===== config.mk =====
export PLATFORM = sky130hd
export DESIGN_NAME = uart_command_output_expander
export DESIGN_NICKNAME = d
export VERILOG_FILES = /design/src/design/uce_pkg.sv /design/src/design/uart_command_output_expander.sv /design/src/design/uce_front.sv /design/src/design/uce_queue.sv /design/src/design/uce_back.sv
export SDC_FILE = /design/constraint.sdc
export NUM_CORES = 1
export LEC_CHECK = 0
export BUFFER_PORTS_ARGS = -buffer_cell sky130_fd_sc_hd__buf_2
export CAP_MARGIN = 5
export CELL_PAD_IN_SITES_DETAIL_PLACEMENT = 1
export CELL_PAD_IN_SITES_GLOBAL_PLACEMENT = 2
export CORE_UTILIZATION = 35
export DETAILED_ROUTE_END_ITERATION = 8
export PLACE_DENSITY = 0.71
export SETUP_SLACK_MARGIN = 0.15
export SYNTH_ARGS = -nofsm -noshare
export SYNTH_HDL_FRONTEND = slang
export SYNTH_HIERARCHICAL = 1
export SYNTH_SLANG_ARGS = --single-unit

===== constraint.sdc =====
create_clock -name clk -period 6.5 [get_ports clk]
set_input_delay 0.975 -clock clk [delete_from_list [all_inputs] [get_ports clk]]
set_output_delay 0.975 -clock clk [all_outputs]
set_load 0.005 [all_outputs]

===== src/design/uce_pkg.sv =====
// Shared types, constants and codes for the UART command output expander.
// No dependencies; every other file in the design imports this package.
package uce_pkg;

    // Default number of output table entries
    localparam int NUM_OUTPUTS_DEF = 21;

    // Entries shown in the shift frame, and the frame width
    localparam int FRAME_ENTRIES = 21;
    localparam int FRAME_W       = 24;

    // Depth of the command queue between front and back (power of two)
    localparam int QUEUE_DEPTH = 2;

    // Framing bytes
    localparam logic [7:0] SYNC_BYTE = 8'h14;
    localparam logic [7:0] END_BYTE  = 8'h88;

    // ASCII characters used by commands and replies
    localparam logic [7:0] CH_NUL = 8'h00;
    localparam logic [7:0] CH_A   = 8'h41;
    localparam logic [7:0] CH_E   = 8'h45;
    localparam logic [7:0] CH_H   = 8'h48;
    localparam logic [7:0] CH_M   = 8'h4D;
    localparam logic [7:0] CH_P   = 8'h50;
    localparam logic [7:0] CH_R   = 8'h52;
    localparam logic [7:0] CH_S   = 8'h53;
    localparam logic [7:0] CH_T   = 8'h54;
    localparam logic [7:0] CH_U   = 8'h55;
    localparam logic [7:0] CH_Y   = 8'h59;

    // Item operation codes
    localparam logic OP_RX_BYTE     = 1'b0;
    localparam logic OP_TEMPERATURE = 1'b1;

    // Result kinds
    localparam logic KIND_BYTE  = 1'b0;
    localparam logic KIND_FRAME = 1'b1;

    // Index of the final reply byte
    localparam logic [1:0] BYTE_LAST = 2'd2;

    // Input request
    typedef struct packed {
        logic        operation;
        logic [7:0]  rx_byte;
        logic [15:0] temperature_value;
    } item_t;

    // Output request
    typedef struct packed {
        logic               kind;
        logic [7:0]         tx_byte;
        logic [FRAME_W-1:0] frame_bits;
        logic               last;
    } result_t;

    // What the back end has to do for a classified command
    typedef enum logic [1:0] {
        ACT_SET   = 2'd0,
        ACT_CLEAR = 2'd1,
        ACT_READ  = 2'd2,
        ACT_REPLY = 2'd3
    } action_t;

    // Queue entry: action plus the three reply bytes
    // (for a set, byte1 is the index and byte2 the value;
    //  for a read, byte2 is replaced by the table entry)
    typedef struct packed {
        action_t    action;
        logic [7:0] byte0;
        logic [7:0] byte1;
        logic [7:0] byte2;
    } entry_t;

endpackage


===== src/design/uart_command_output_expander.sv =====
// UART command output expander. Throughput: one request a cycle for bytes and temperature
// updates without a reply, while the command queue is not full (item_stall low). The back
// sequencer handles a reply command as three bytes and a set or clear as table update,
// frame, three bytes, with a two-entry queue in between. Reset (rst_n, asynchronous,
// active low) zeroes the table, the temperature and the command bytes, and returns
// framing to idle.
module uart_command_output_expander #(
    parameter int NUM_OUTPUTS = uce_pkg::NUM_OUTPUTS_DEF
) (
    input  logic             clk,
    input  logic             rst_n,
    input  logic             item_valid,
    output logic             item_stall,
    input  uce_pkg::item_t   item,
    output logic             result_valid,
    input  logic             result_stall,
    output uce_pkg::result_t result
);
    import uce_pkg::*;

    logic   push;
    entry_t push_entry;
    logic   q_full;
    logic   pop;
    logic   q_valid;
    entry_t q_entry;

    // Framing and classification
    uce_front #(
        .NUM_OUTPUTS (NUM_OUTPUTS)
    ) u_front (
        .clk        (clk),
        .rst_n      (rst_n),
        .item_valid (item_valid),
        .item_stall (item_stall),
        .item       (item),
        .push       (push),
        .push_entry (push_entry),
        .q_full     (q_full)
    );

    // Command queue
    uce_queue u_queue (
        .clk        (clk),
        .rst_n      (rst_n),
        .push       (push),
        .push_entry (push_entry),
        .full       (q_full),
        .pop        (pop),
        .q_valid    (q_valid),
        .q_entry    (q_entry)
    );

    // Execution and result sequencing
    uce_back #(
        .NUM_OUTPUTS (NUM_OUTPUTS)
    ) u_back (
        .clk          (clk),
        .rst_n        (rst_n),
        .q_valid      (q_valid),
        .q_entry      (q_entry),
        .pop          (pop),
        .result_valid (result_valid),
        .result_stall (result_stall),
        .result       (result)
    );

endmodule


===== src/design/uce_front.sv =====
// Front end: accepts requests, tracks command framing and classifies commands.
// Depends on uce_pkg; pushes classified commands into uce_queue.
module uce_front #(
    parameter int NUM_OUTPUTS = uce_pkg::NUM_OUTPUTS_DEF
) (
    input  logic            clk,
    input  logic            rst_n,
    input  logic            item_valid,
    output logic            item_stall,
    input  uce_pkg::item_t  item,
    output logic            push,
    output uce_pkg::entry_t push_entry,
    input  logic            q_full
);
    import uce_pkg::*;

    localparam logic [7:0] NUM_BYTE = 8'(NUM_OUTPUTS);

    // Framing phase, one-hot
    typedef enum logic [4:0] {
        PH_IDLE = 5'b00001,
        PH_CMD0 = 5'b00010,
        PH_CMD1 = 5'b00100,
        PH_CMD2 = 5'b01000,
        PH_END  = 5'b10000
    } phase_t;

    phase_t      phase_reg, phase_next;
    logic [7:0]  c0_reg, c0_next;
    logic [7:0]  c1_reg, c1_next;
    logic [7:0]  c2_reg, c2_next;
    logic [15:0] temp_reg, temp_next;

    logic   accept;
    logic   idx_ok;
    entry_t cmd_entry;
    entry_t err_entry;

    assign item_stall = q_full;
    assign accept     = item_valid && !item_stall;

    assign err_entry = '{action: ACT_REPLY, byte0: CH_E, byte1: CH_R, byte2: CH_R};

    // Classify the gathered command
    assign idx_ok = (c1_reg != 8'd0) && (c1_reg <= NUM_BYTE);

    always_comb
    begin
        priority if (c0_reg == CH_S && idx_ok)
        begin
            cmd_entry = '{action: ACT_SET, byte0: CH_S, byte1: c1_reg, byte2: c2_reg};
        end
        else if (c0_reg == CH_S && c1_reg == CH_A && c2_reg == CH_NUL)
        begin
            cmd_entry = '{action: ACT_CLEAR, byte0: CH_S, byte1: CH_A, byte2: CH_NUL};
        end
        else if (c0_reg == CH_R && idx_ok)
        begin
            cmd_entry = '{action: ACT_READ, byte0: CH_R, byte1: c1_reg, byte2: CH_NUL};
        end
        else if (c0_reg == CH_T && c1_reg == CH_M && c2_reg == CH_P)
        begin
            cmd_entry = '{action: ACT_REPLY, byte0: CH_NUL,
                          byte1: temp_reg[15:8], byte2: temp_reg[7:0]};
        end
        else
        begin
            cmd_entry = '{action: ACT_REPLY, byte0: CH_H, byte1: CH_U, byte2: CH_Y};
        end
    end

    // Framing and temperature update
    always_comb
    begin
        phase_next = phase_reg;
        c0_next    = c0_reg;
        c1_next    = c1_reg;
        c2_next    = c2_reg;
        temp_next  = temp_reg;
        push       = 1'b0;
        push_entry = err_entry;
        if (accept)
        begin
            if (item.operation == OP_TEMPERATURE)
            begin
                temp_next = item.temperature_value;
            end
            else
            begin
                unique case (phase_reg)
                    PH_CMD0:
                    begin
                        c0_next    = item.rx_byte;
                        phase_next = PH_CMD1;
                    end
                    PH_CMD1:
                    begin
                        c1_next    = item.rx_byte;
                        phase_next = PH_CMD2;
                    end
                    PH_CMD2:
                    begin
                        c2_next    = item.rx_byte;
                        phase_next = PH_END;
                    end
                    PH_END:
                    begin
                        phase_next = PH_IDLE;
                        push       = 1'b1;
                        if (item.rx_byte == END_BYTE)
                        begin
                            push_entry = cmd_entry;
                        end
                    end
                    default:
                    begin
                        // idle: wait for sync, anything else is an error
                        if (item.rx_byte == SYNC_BYTE)
                        begin
                            phase_next = PH_CMD0;
                        end
                        else
                        begin
                            phase_next = PH_IDLE;
                            push       = 1'b1;
                        end
                    end
                endcase
            end
        end
    end

    always_ff @(posedge clk or negedge rst_n)
    begin
        if (!rst_n)
        begin
            phase_reg <= PH_IDLE;
            c0_reg    <= 8'd0;
            c1_reg    <= 8'd0;
            c2_reg    <= 8'd0;
            temp_reg  <= 16'd0;
        end
        else
        begin
            phase_reg <= phase_next;
            c0_reg    <= c0_next;
            c1_reg    <= c1_next;
            c2_reg    <= c2_next;
            temp_reg  <= temp_next;
        end
    end

    // A command goes to the queue only for an accepted received byte
    a_push_on_byte: assert property (@(posedge clk) disable iff (!rst_n)
        push |-> (accept && item.operation == OP_RX_BYTE))
        else $error("command pushed without an accepted byte");

    // Temperature updates leave the framing untouched
    a_temp_keeps_phase: assert property (@(posedge clk) disable iff (!rst_n)
        (accept && item.operation == OP_TEMPERATURE) |=> phase_reg == $past(phase_reg))
        else $error("temperature update changed framing phase");

    // The terminator slot always returns to idle and produces a command
    a_end_to_idle: assert property (@(posedge clk) disable iff (!rst_n)
        (accept && item.operation == OP_RX_BYTE && phase_reg == PH_END)
        |-> push ##1 phase_reg == PH_IDLE)
        else $error("terminator did not close the frame");

endmodule


===== src/design/uce_queue.sv =====
// Short first-word-fall-through queue of classified commands.
// Depends on uce_pkg; sits between uce_front and uce_back.
module uce_queue (
    input  logic            clk,
    input  logic            rst_n,
    input  logic            push,
    input  uce_pkg::entry_t push_entry,
    output logic            full,
    input  logic            pop,
    output logic            q_valid,
    output uce_pkg::entry_t q_entry
);
    import uce_pkg::*;

    localparam int PTR_W = (QUEUE_DEPTH > 1) ? $clog2(QUEUE_DEPTH) : 1;
    localparam int CNT_W = $clog2(QUEUE_DEPTH + 1);
    localparam logic [CNT_W-1:0] DEPTH_CNT = CNT_W'(QUEUE_DEPTH);

    entry_t           slot_reg [QUEUE_DEPTH];
    logic [PTR_W-1:0] wr_ptr_reg, wr_ptr_next;
    logic [PTR_W-1:0] rd_ptr_reg, rd_ptr_next;
    logic [CNT_W-1:0] count_reg, count_next;

    assign full    = (count_reg == DEPTH_CNT);
    assign q_valid = (count_reg != '0);
    assign q_entry = slot_reg[rd_ptr_reg];

    // Pointer and fill count update
    always_comb
    begin
        wr_ptr_next = push ? PTR_W'(wr_ptr_reg + 1'b1) : wr_ptr_reg;
        rd_ptr_next = pop  ? PTR_W'(rd_ptr_reg + 1'b1) : rd_ptr_reg;
        count_next  = count_reg;
        if (push && !pop)
        begin
            count_next = CNT_W'(count_reg + 1'b1);
        end
        else if (pop && !push)
        begin
            count_next = CNT_W'(count_reg - 1'b1);
        end
    end

    always_ff @(posedge clk or negedge rst_n)
    begin
        if (!rst_n)
        begin
            wr_ptr_reg <= '0;
            rd_ptr_reg <= '0;
            count_reg  <= '0;
        end
        else
        begin
            wr_ptr_reg <= wr_ptr_next;
            rd_ptr_reg <= rd_ptr_next;
            count_reg  <= count_next;
        end
    end

    // Storage, no reset needed
    always_ff @(posedge clk)
    begin
        if (push)
        begin
            slot_reg[wr_ptr_reg] <= push_entry;
        end
    end

    a_no_overflow: assert property (@(posedge clk) disable iff (!rst_n)
        push |-> (!full || pop))
        else $error("push into full queue");

    a_no_underflow: assert property (@(posedge clk) disable iff (!rst_n)
        pop |-> q_valid)
        else $error("pop from empty queue");

    a_count_bound: assert property (@(posedge clk) disable iff (!rst_n)
        count_reg <= DEPTH_CNT)
        else $error("queue count beyond depth");

endmodule


===== src/design/uce_back.sv =====
// Back end: owns the output table, executes commands and sequences results.
// Depends on uce_pkg; takes commands from uce_queue, drives the result port.
module uce_back #(
    parameter int NUM_OUTPUTS = uce_pkg::NUM_OUTPUTS_DEF
) (
    input  logic             clk,
    input  logic             rst_n,
    input  logic             q_valid,
    input  uce_pkg::entry_t  q_entry,
    output logic             pop,
    output logic             result_valid,
    input  logic             result_stall,
    output uce_pkg::result_t result
);
    import uce_pkg::*;

    localparam int IDX_W = (NUM_OUTPUTS > 1) ? $clog2(NUM_OUTPUTS) : 1;

    // Sequencer state, one-hot
    typedef enum logic [2:0] {
        ST_IDLE  = 3'b001,
        ST_FRAME = 3'b010,
        ST_BYTES = 3'b100
    } state_t;

    state_t     state_reg, state_next;
    entry_t     cur_reg, cur_next;
    logic [1:0] cnt_reg, cnt_next;
    logic [7:0] table_reg  [NUM_OUTPUTS];
    logic [7:0] table_next [NUM_OUTPUTS];
    logic       out_valid_reg, out_valid_next;
    result_t    out_reg, out_next;

    logic               load;
    logic [FRAME_W-1:0] frame;
    logic [IDX_W-1:0]   wr_idx;
    logic [IDX_W-1:0]   rd_idx;
    logic [7:0]         byte_sel;

    // Output register may be refilled when empty or being taken
    assign load         = !out_valid_reg || !result_stall;
    assign result_valid = out_valid_reg;
    assign result       = out_reg;

    // Index of the entry named by a command (range checked in front end)
    assign wr_idx = IDX_W'(q_entry.byte1 - 8'd1);
    assign rd_idx = IDX_W'(cur_reg.byte1 - 8'd1);

    // Frame: one bit per entry that is nonzero
    for (genvar k = 0; k < FRAME_W; k++)
    begin : g_frame
        if (k < NUM_OUTPUTS && k < FRAME_ENTRIES)
        begin : g_bit
            assign frame[k] = |table_reg[k];
        end
        else
        begin : g_zero
            assign frame[k] = 1'b0;
        end
    end

    // Reply byte for the current position
    always_comb
    begin
        unique case (cnt_reg)
            2'd0:    byte_sel = cur_reg.byte0;
            2'd1:    byte_sel = cur_reg.byte1;
            default: byte_sel = (cur_reg.action == ACT_READ) ? table_reg[rd_idx]
                                                             : cur_reg.byte2;
        endcase
    end

    // Sequencer
    always_comb
    begin
        state_next     = state_reg;
        cur_next       = cur_reg;
        cnt_next       = cnt_reg;
        table_next     = table_reg;
        out_valid_next = out_valid_reg && result_stall;
        out_next       = out_reg;
        pop            = 1'b0;
        unique case (state_reg)
            ST_IDLE:
            begin
                if (q_valid)
                begin
                    pop      = 1'b1;
                    cur_next = q_entry;
                    cnt_next = 2'd0;
                    unique case (q_entry.action)
                        ACT_SET:
                        begin
                            table_next[wr_idx] = q_entry.byte2;
                            state_next         = ST_FRAME;
                        end
                        ACT_CLEAR:
                        begin
                            for (int i = 0; i < NUM_OUTPUTS; i++)
                            begin
                                table_next[i] = 8'd0;
                            end
                            state_next = ST_FRAME;
                        end
                        default:
                        begin
                            state_next = ST_BYTES;
                        end
                    endcase
                end
            end
            ST_FRAME:
            begin
                if (load)
                begin
                    out_valid_next = 1'b1;
                    out_next       = '{kind: KIND_FRAME, tx_byte: 8'd0,
                                       frame_bits: frame, last: 1'b0};
                    state_next     = ST_BYTES;
                end
            end
            ST_BYTES:
            begin
                if (load)
                begin
                    out_valid_next = 1'b1;
                    out_next       = '{kind: KIND_BYTE, tx_byte: byte_sel,
                                       frame_bits: '0, last: (cnt_reg == BYTE_LAST)};
                    if (cnt_reg == BYTE_LAST)
                    begin
                        state_next = ST_IDLE;
                    end
                    else
                    begin
                        cnt_next = 2'(cnt_reg + 2'd1);
                    end
                end
            end
            default:
            begin
                state_next = ST_IDLE;
            end
        endcase
    end

    always_ff @(posedge clk or negedge rst_n)
    begin
        if (!rst_n)
        begin
            state_reg     <= ST_IDLE;
            cnt_reg       <= 2'd0;
            out_valid_reg <= 1'b0;
            for (int i = 0; i < NUM_OUTPUTS; i++)
            begin
                table_reg[i] <= 8'd0;
            end
        end
        else
        begin
            state_reg     <= state_next;
            cnt_reg       <= cnt_next;
            out_valid_reg <= out_valid_next;
            table_reg     <= table_next;
        end
    end

    // Payload registers
    always_ff @(posedge clk)
    begin
        cur_reg <= cur_next;
        out_reg <= out_next;
    end

    // A waiting command is always taken from idle
    a_take_command: assert property (@(posedge clk) disable iff (!rst_n)
        (state_reg == ST_IDLE && q_valid) |=> state_reg != ST_IDLE)
        else $error("command left in queue while idle");

    // A frame result is never the final result of a command
    a_frame_not_last: assert property (@(posedge clk) disable iff (!rst_n)
        (result_valid && result.kind == KIND_FRAME) |-> !result.last)
        else $error("frame marked as last");

    // After a clear every entry reads zero
    a_clear_empties: assert property (@(posedge clk) disable iff (!rst_n)
        (pop && q_entry.action == ACT_CLEAR) |=> frame == '0)
        else $error("table not cleared");

endmodule


==> summary.txt, run 1 <==
Power
  • Switching power: 0.003491 W
  • Internal power: about 0.0056 W
  • PD cells: around 500 nW/um^2
  • Clk pwr share: around a quarter
  • Switching Share: 38.31%
  • Leak Pwr: 7.381 nW
  • Gate power share: 34.0%
  • Maximum VDD drop: 0.2285 mV
  • Sequential share of power: 42.5%

Clock network
  • CTS Hold Bufs: 0
  • Number of CTS-inserted buffers: 39
  • Insertion delay to the later sink of the worst-skew pair: between 0.5 and 0.6 ns
  • CTS H-tree depth: 2
  • CTS Buffer Depth: 3
  • Clock sink total: 332
  • Resized cells post-CTS: 0
  • Clk pin slew, worst setup/hold paths: 0.06 ns
  • # Post-CTS Setup Buffers: 0
  • Clock Tree Root: clkbuf_16
  • CTS tree: done

Synth
  • Cell taking the most area after synthesis: dfrtp_1
  • Most frequent cell after synthesis: dfrtp_1
  • Largest cells by area after synthesis: dfrtp_1 (33%), edfxtp_1 (20%), a22oi_1 (8.0%), mux2_2 (6.5%), o21ai_0 (4.9%)
  • Mapped Avg Cell Area: ~11 um^2
  • Mapped Cells: roughly 1,500
  • Cell area after synthesis: roughly 17,000 um^2
  • Synth top area share: 33.37%
  • Synth cell types: 78
  • FF+latch count, synth: ~330
  • Prevailing post-synth register cell: dfrtp_1
  • Register area share after synthesis: approximately 53%
  • Post-synth EDFFs: ~110
  • Post-synth ARST share: approximately two thirds
  • Synth warn: 6
  • Most common library cells after synthesis: dfrtp_1 (221), nand2_1 (198), a22oi_1 (176), o21ai_0 (162), edfxtp_1 (109)

Global route
  • First-pass GRT wire length: roughly 80,000 um
  • Number of global-route vias before repair: around 13,000
  • Pin count of the biggest net entering global routing: 117
  • GRT Util Overall: 21.73%
  • Initial antenna violation count: 0
  • Total congestion overflow: 0

Placement
  • GPL Wtd Cong: 0.8217
  • DP Area: 17,270 um^2
  • PortBufs: 61
  • Detailed Place HPWL: 33,090 um

Worst setup path
  • Arr. time, crit path: 3.83 ns
  • R2R cell count: 7
  • Critical Path Sink: u_back/result[31]
  • Reg2Reg Setup Slack: 2.97 ns
  • CP endpoint kind: flip-flop
  • Worst Setup SP: u_back/cur_reg[8]
  • Worst reg2reg startpoint: u_back/cur_reg[8]
  • Worst Path Required: 6.80 ns
  • CP startpoint kind: flip-flop
  • Critical path type: reg2reg
  • RR Endpoint: u_back/result[31]
  • Critical path fanouts, max: 53

Final layout
  • Largest register FFs: 168
  • Layout cells sized above 1: 19.25%
  • Area growth, synth to finish: 11.57%
  • Final instance area: 18,490 um^2
  • Layout Nets: 1,531
  • Antenna cell count: 0
  • Fill cells: a little over 5,000

STA
  • Slew headroom: 13.67%
  • WHS: ~0.44 ns
  • Final period util: 54.37%
  • Maximum clock frequency: 283.0 MHz
  • Final hold viol count: 0
  • RSZ-0062 raised after global routing: no
  • Least-Margin Pin Slew: approximately 1.3 ns
  • Tmin final: roughly 3.5 ns
  • Setup TNS: 0 ns
  • Clk_skew: a little under 0.02 ns
  • Final Setup Violations: 0
  • Slew Viols, Final: 0

Floorplanning
  • Initial core utilization: 35.52%
  • Die ar.: 48,220 um^2
  • DIE WIDTH: 219.6 um
  • Site row count: 79
  • Chip Height: 219.6 um
  • I/O Pins: 65
  • Core Region: 46,650 um^2

Routing
  • Number of routed nets with antenna violations: 0
  • Via count: 12,440
  • WL/cell: 24.44 um
  • First DRT Iteration DRCs: 988
  • Pre-antenna DRT Iters: 7
  • DRC: 6
  • DR vias/cell: 5.829
  • DRT Wirelength: 52,150 um

Min path
  • HP Class: in2async

Status
  • Status: finished, violations left
  • Failing checks: design-rule violations

Run
  • Max Cap Viol: 0
-- worst max-delay path, stage by stage (launching register included) --
cell	delay, ns
edfxtp_1	0.49
inv_1	0.17
ha_4	0.76
buf_4	0.59
mux2_2	0.40
o22ai_1	0.22
o311ai_1	0.20
o31a_1	0.38
-- placed cells by master (no fill, tap or decap), types with 5 or more instances in the layout --
cell type	instances
dfrtp_1	221
nand2_1	198
a22oi_1	176
o21ai_0	162
edfxtp_1	109
mux2_2	96
buf_2	60
nor4_1	46
a21oi_1	45
clkbuf_16	41
o22ai_1	28
mux2i_1	24
nor2_1	21
o21ai_1	20
mux2_4	19
clkbuf_1	16
inv_1	14
nor2b_1	14
buf_4	11
nor2_8	10
nor3_1	10
a211oi_1	10
nand3_1	9
o22a_1	9
o311ai_1	8
a2111oi_0	8
o31a_1	8
xor2_1	7
and2_1	6
nor2_4	6
nor2_2	6
clkinv_2	5
nand2_2	5
conb_1	5
-- per-stage QoR --
| step | std cells | util, % | power, W | setup slack, ns |
|---|---|---|---|---|
| after CTS | 2134 | 39.63 | 0.009176 | 3.028 |
| after global routing | 2134 | 39.63 | 0.009639 | 2.826 |
| after detailed placement | 2063 | 37.02 | 0.006990 | 2.798 |
| final | 2134 | 39.63 | 0.009111 | 2.966 |
| after global placement | 2063 | 37.02 | 0.006851 | 2.900 |
| after floorplan | 1483 | - | 0.005901 | 2.890 |
-- kinds of logic (layout without fill, tap and decap cells) --
| kind of cell | Yosys count | count (layout) | share of synthesized area, % |
|---|---|---|---|
| other | 2 | 5 | 0.04532 |
| adder cells (fa/ha/maj) | 5 | 5 | 0.3775 |
| buffers and inverters | 116 | 160 | 3.594 |
| multiplexers | 139 | 139 | 9.694 |
| AND/OR/NAND/NOR | 378 | 378 | 12.84 |
| flip-flops | 332 | 332 | 53.44 |
| XOR/XNOR | 10 | 10 | 0.5739 |
| AO/OA/AOI/OAI | 498 | 498 | 19.44 |
-- power by group through the flow --
stage / combinational (W) / sequential [W] / clock [W]
finish: 0.00310 / 0.00387 / 0.00214
global placement: 0.00300 / 0.00385 / 0
global route: 0.00339 / 0.00398 / 0.00227
CTS: 0.00312 / 0.00385 / 0.00220
floorplan: 0.00235 / 0.00355 / 0
detailed placement: 0.00310 / 0.00388 / 0
-- worst min-delay path by stage --
stage               slack, ns  depth (start not counted)               endpoint
floorplan                0.45                          1   u_queue/count_reg[1]
global placement         0.47                          1   u_queue/count_reg[1]
detailed placement       0.49                          1   u_queue/count_reg[1]
CTS                      0.50                          1   u_queue/count_reg[1]
global route             0.52                          1  u_back/table_reg[124]
finish                   0.44                          1  u_back/table_reg[124]
-- routing by layer --
layer,global-route usage (%),up-vias,part of all wire (%)
met5,0,-,0
met4,7.034,0,2.5
met3,3.382,74,4.2
met2,36.27,270,48
met1,28.76,6439,45
li1,-,5656,-
-- cell type report --
| class | instances | area [um^2] | area share [%] |
|---|---|---|---|
| Timing Repair Buffer | 74 | 437.9 | 2.368 |
| Clock inverter | 12 | 106.4 | 0.5752 |
| Sequential cell | 332 | 8856 | 47.90 |
| Tap cell | 607 | 759.5 | 4.107 |
| Inverter | 15 | 58.81 | 0.3180 |
| Clock buffer | 59 | 1114 | 6.022 |
| Multi-Input combinational cell | 1035 | 7158 | 38.71 |
Power figures use the tool's default switching activity.
==> inputs of run 2 (changes only) <==
PLACE_DENSITY = 0.74   (was 0.71)
clock period = 3 ns   (was 6.5 ns; I/O delays follow)
==> run 2 against run 1 <==
Compared with the run above: the run still ends with design-rule violations left; critical path depth unchanged; design area increased by 1.8%; power increased by 120%; highest routed layer unchanged; setup slack got worse by 2.7 ns; combinational power increased by 120%; critical path type unchanged; largest power group unchanged.
==> summary.txt, run 2 (synthesis results as in run 1) <==
Status
  • Status: finished, violations left
  • Failing checks: design-rule violations

Global route
  • GRT Util Overall: 21.88% (+0.15 points)
  • First-pass GRT wire length: 80,250 um (+0.78%)
  • Pin count of the biggest net entering global routing: 67 (-43%)
  • Initial antenna violation count: 0 (unchanged)
  • Total congestion overflow: 0 (unchanged)
  • Number of global-route vias before repair: 12,890 (-0.70%)

Routing
  • DRC: 6 (unchanged)
  • Via count: 12,570 (+1.1%)
  • Pre-antenna DRT Iters: 7 (unchanged)
  • DRT Wirelength: 52,110 um (about the same)
  • DR vias/cell: 5.825 (about the same)
  • WL/cell: 24.15 um (-1.2%)
  • First DRT Iteration DRCs: 1,036 (+4.9%)
  • Number of routed nets with antenna violations: 0 (unchanged)

Worst setup path
  • Worst reg2reg startpoint: u_back/cur_reg[8]
  • Critical path type: reg2reg
  • R2R cell count: 7 (unchanged)
  • RR Endpoint: u_back/result[29]
  • Arr. time, crit path: 3.07 ns (-0.76 ns)
  • Worst Setup SP: u_back/cur_reg[8]
  • Worst Path Required: 3.31 ns (-3.49 ns)
  • CP endpoint kind: flip-flop
  • Critical path fanouts, max: 57 (+7.5%)
  • CP startpoint kind: flip-flop
  • Reg2Reg Setup Slack: 0.24 ns (-2.72 ns)
  • Critical Path Sink: u_back/result[29]

STA
  • Final WS setup: 0.2438 ns (-2.722 ns)
  • Slew headroom: 40.24% (+27 points)
  • Least-Margin Pin Slew: 0.8964 ns (-0.3659 ns)
  • Clk_skew: 0.02703 ns (+0.007644 ns)
  • Final hold viol count: 0 (unchanged)
  • Tmin final: 2.756 ns (-0.7777 ns)
  • Maximum clock frequency: 362.8 MHz (+28%)
  • Slew Viols, Final: 0 (unchanged)
  • Final Setup Violations: 0 (unchanged)
  • Final period util: 91.87% (+38 points)
  • RSZ-0062 raised after global routing: no
  • WHS: 0.1219 ns (-0.3154 ns)

Power
  • Maximum VDD drop: 0.4819 mV (+110%)
  • Leak Pwr: 7.563 nW (+2.5%)
  • Total power: 0.02011 W (+120%)
  • PD cells: 1068 nW/um^2 (+120%)

Floorplanning
  • Initial core utilization: 35.52% (unchanged)
  • I/O Pins: 65 (unchanged)
  • Chip Height: 219.6 um (unchanged)
  • Die ar.: 48,220 um^2 (unchanged)
  • DIE WIDTH: 219.6 um (unchanged)
  • Core Region: 46,650 um^2 (unchanged)
  • Site row count: 79 (unchanged)

Placement
  • PortBufs: 61 (unchanged)
  • GPL Wtd Cong: 0.8159 (-0.71%)
  • Dpl ws: -0.08747 ns (-2.886 ns)
  • DP Area: 17,470 um^2 (+1.2%)
  • Detailed Place HPWL: 33,650 um (+1.7%)
  • Placed insts: 2,080 (+0.82%)

Final layout
  • Final instance area: 18,820 um^2 (+1.8%)
  • Commonest non-fill, non-tap cell in the layout: dfrtp_1
  • Antenna cell count: 0 (unchanged)
  • Most frequent cells in the layout: dfrtp_1 (220), nand2_1 (198), a22oi_1 (176)
  • Layout Nets: 1,555 (+1.6%)
  • Non-filler cells, final: 2,158 (+1.1%)
  • Area growth, synth to finish: 13.59%
  • Layout cells sized above 1: 21.08% (+1.8 points)
  • Largest register FFs: 168 (unchanged)

Clock network
  • Clk pin slew, worst setup/hold paths: 0.06 ns (about the same)
  • Number of CTS-inserted buffers: 41 (+5.1%)
  • Clock sink total: 332 (unchanged)
  • CTS Buffer Depth: 3 (unchanged)
  • CTS tree: done
  • Insertion delay to the later sink of the worst-skew pair: 0.56 ns (about the same)
  • Clock Tree Root: clkbuf_16
  • CTS H-tree depth: 2 (unchanged)

Min path
  • HP Class: in2reg

Run
  • Max Cap Viol: 0 (unchanged)
==> run 2: changes by cell type in the layout (fill, tap and decap cells not counted), sizes merged <==
| cell | delta |
|---|---|
| clkbuf | -5 |
| clkinv | +6 |
| inv | +1 |
| dlygate4sd3 | +1 |
| buf | +21 |
==> run 2: what timing repair did <==
action	4_1_cts	5_1_grt
gates cloned	0	0
endpoints found under the setup margin	32	73
gates resized for setup	2	6
hold endpoints to repair	57	0
pin swaps	1	0
setup buffers	2	2
hold buffers	1	0
==> run 2: worst min-delay path by stage <==
stage,from,endpoint,slack (ns),cells after the start
after floorplan,rst_n,u_back/cnt_reg[0],0.15,0
after global placement,rst_n,u_back/table_reg[112],0.47,1
after detailed placement,rst_n,u_back/table_reg[112],0.46,1
after CTS,item[1],u_front/temp_reg[1],0.09,2
after global routing,item[4],u_front/temp_reg[4],0.10,2
final,item[4],u_front/temp_reg[4],0.12,2
==> run 2: worst max-delay path: stages, from the launching register on <==
cell	delay, ns
edfxtp_1	0.49
inv_1	0.17
ha_4	0.36
buf_16	0.26
mux2_2	0.39
o22ai_1	0.23
o311ai_1	0.19
o31a_1	0.34
==> run 2: per-stage QoR <==
| stage | setup TNS [ns] | util (%) |
|---|---|---|
| 6_report | 0 | 40.35 |
| 2_1_floorplan | 0 | - |
| 5_1_grt | 0 | 40.35 |
| 3_5_place_dp | -0.5995 | 37.45 |
| 4_1_cts | 0 | 40.27 |
| 3_3_place_gp | 0 | 37.45 |
==> run 2: layout make-up <==
| cell class | count | area [um^2] |
|---|---|---|
| Sequential cell | 332 | 8857 |
| Fill cell | 5021 | 27830 |
| Clock inverter | 19 | 148.9 |
| Inverter | 15 | 58.81 |
| Tap cell | 607 | 759.5 |
| Clock buffer | 54 | 1116 |
| Timing Repair Buffer | 96 | 700.7 |
| Multi-Input combinational cell | 1035 | 7183 |
==> run 2: report_power, final <==
part           switching, W  internal (W)  total (W)
registers           0.00185       0.00653    0.00839
logic               0.00388       0.00307    0.00695
clock network       0.00198       0.00279    0.00477
==> run 2: metal layers <==
layer | vias up | global-route usage, % | part of all wire [%]
met4 | 0 | 6.621 | 2.6
met2 | 290 | 36.13 | 48
met3 | 87 | 3.478 | 4.2
met1 | 6493 | 29.41 | 45
li1 | 5701 | - | -
met5 | - | 0 | 0
==> inputs of run 3 (changes only) <==
RECOVER_POWER = 25   (was default)
==> run 3 against run 2 <==
Compared with the run above: fmax shrank 0.31%; global-route usage is the same; clock power is essentially flat; die area is the same; flip-flop and latch count is the same; via count grew 0.26%; critical path type unchanged; first-iteration DRC count shrank 1.6%; combinational power is essentially flat; non-clock buffer count is the same; the run ends with design-rule violations, max-capacitance violations, max-slew violations left; register-to-register slack is essentially flat; clock-buffer cell count is the same.
==> summary.txt, run 3 (synthesis results as in run 1) <==
Status
  • Status: finished, violations left
  • Failing checks: design-rule violations, max-capacitance violations, max-slew violations

Power
  • Leak Pwr: 7.541 nW (-0.29%)
  • PD cells: 1068 nW/um^2 (about the same)
  • Maximum VDD drop: 0.4823 mV (about the same)

Global route
  • Number of global-route vias before repair: 12,890 (unchanged)
  • Total congestion overflow: 0 (unchanged)
  • First-pass GRT wire length: 80,250 um (unchanged)
  • Pin count of the biggest net entering global routing: 67 (unchanged)
  • GRT Util Overall: 21.88% (unchanged)
  • Initial antenna violation count: 0 (unchanged)

Placement
  • GPL Wtd Cong: 0.8159 (unchanged)
  • PortBufs: 61 (unchanged)
  • Placed insts: 2,080 (unchanged)
  • Dpl ws: -0.08747 ns (unchanged)
  • Detailed Place HPWL: 33,650 um (unchanged)

Clock network
  • Clock sink total: 332 (unchanged)
  • CTS Buffer Depth: 3 (unchanged)
  • CTS tree: done
  • Insertion delay to the later sink of the worst-skew pair: 0.56 ns (about the same)
  • CTS H-tree depth: 2 (unchanged)
  • Number of CTS-inserted buffers: 41 (unchanged)
  • Clock Tree Root: clkbuf_16
  • Clk pin slew, worst setup/hold paths: 0.06 ns (about the same)

Routing
  • DRT Wirelength: 52,230 um (+0.22%)
  • Number of routed nets with antenna violations: 0 (unchanged)
  • DRC: 6 (unchanged)
  • DR vias/cell: 5.841 (+0.26%)
  • Pre-antenna DRT Iters: 9 (+2)
  • First DRT Iteration DRCs: 1,019 (-1.6%)
  • Via count: 12,600 (+0.26%)
  • WL/cell: 24.20 um (+0.22%)

STA
  • Setup TNS: 0 ns (unchanged)
  • Final hold viol count: 0 (unchanged)
  • Slew Viols, Final: 61 (+61)
  • Maximum clock frequency: 361.7 MHz (-0.31%)
  • Least-Margin Pin Slew: 1.940 ns (+1.044 ns)
  • Final Setup Violations: 0 (unchanged)
  • RSZ-0062 raised after global routing: no
  • Clk_skew: 0.02753 ns (+0.0004916 ns)
  • Slew headroom: -29.32% (-70 points)
  • Final period util: 92.16% (+0.28 points)
  • WHS: 0.1215 ns (-0.0004230 ns)
  • Tmin final: 2.765 ns (+0.008490 ns)
  • Final WS setup: 0.2353 ns (-0.008490 ns)

Final layout
  • Post-layout util: 40.29% (-0.054 points)
  • Largest register FFs: 168 (unchanged)
  • Most frequent cells in the layout: dfrtp_1 (220), nand2_1 (198), a22oi_1 (176)
  • Antenna cell count: 0 (unchanged)
  • Non-filler cells, final: 2,158 (unchanged)
  • Commonest non-fill, non-tap cell in the layout: dfrtp_1
  • Fill cells: 5,024 (+0.060%)
  • Layout Nets: 1,555 (unchanged)
  • Layout cells sized above 1: 20.63% (-0.45 points)
  • Area growth, synth to finish: 13.44%

Worst setup path
  • CP startpoint kind: flip-flop
  • Critical path type: reg2reg
  • Critical path fanouts, max: 57 (unchanged)
  • Worst Path Required: 3.31 ns (about the same)
  • CP endpoint kind: flip-flop
  • Arr. time, crit path: 3.08 ns (about the same)

Floorplanning
  • Initial core utilization: 35.52% (unchanged)
  • Site row count: 79 (unchanged)
  • Die ar.: 48,220 um^2 (unchanged)
  • DIE WIDTH: 219.6 um (unchanged)
  • Chip Height: 219.6 um (unchanged)
  • Core Region: 46,650 um^2 (unchanged)
  • I/O Pins: 65 (unchanged)

Min path
  • HP Class: in2reg

Run
  • Max Cap Viol: 1 (+1)
## run 3: final cells by class
| type | count | area (um^2) | share of cell area (%) |
|---|---|---|---|
| multi-input cells | 1035 | 7172 | 38.15 |
| well taps | 607 | 759.5 | 4.040 |
| flip-flops and latches | 332 | 8857 | 47.11 |
| clock buffers | 54 | 1116 | 5.937 |
| repair buffers | 96 | 686.9 | 3.654 |
| clock inverters | 19 | 148.9 | 0.7920 |
| inverters | 15 | 58.81 | 0.3128 |
## run 3: metrics by stage
stage	power [W]	area (um^2)
floorplan	0.01279	16590
global placement	0.01493	17470
detailed placement	0.01524	17470
CTS	0.02015	18790
global route	0.02124	18800
finish	0.02008	18800
## run 3: path summary, 6_finish.rpt
path,startpoint,to,slack (ns),depth (start not counted)
min,item[4],u_front/temp_reg[4],0.12,2
max in group asynchronous,rst_n,u_back/table_reg[108],0.69,3
max reg2reg,u_back/cur_reg[8],u_back/result[29],0.24,7
min reg2reg,u_queue/count_reg[1],u_queue/count_reg[1],0.48,1
max,u_back/cur_reg[8],u_back/result[29],0.24,7
min in group asynchronous,rst_n,u_back/table_reg[112],0.96,2
## run 3: report_power, final
group          switching, W  internal, W  total [W]
combinational       0.00387      0.00305    0.00692
clock               0.00198      0.00279    0.00477
sequential          0.00186      0.00653    0.00839
total               0.00771       0.0124     0.0201
## run 3: layer usage
metal	routed length, um	up-vias	part of all wire [%]	GRT usage [%]
li1	-	5706	-	-
met1	23550	6513	45	29.41
met2	25170	299	48	36.13
met3	2190	86	4.2	3.478
met4	1318	0	2.5	6.621
met5	0	-	0	0
## run 3: critical path, stage by stage, from the launching register on
cell      delay (ns)
edfxtp_1        0.50
inv_1           0.18
ha_4            0.36
buf_16          0.26
mux2_2          0.37
o22ai_1         0.23
o311ai_1        0.20
o31a_1          0.35
## run 3: what timing repair did
| item | in CTS | in global routing |
|---|---|---|
| endpoints found under the hold margin | 57 | 0 |
| hold buffers | 1 | 0 |
| resized for setup | 2 | 6 |
| pin swaps | 1 | 0 |
| endpoints found under the setup margin | 32 | 73 |
| setup buffers | 2 | 2 |
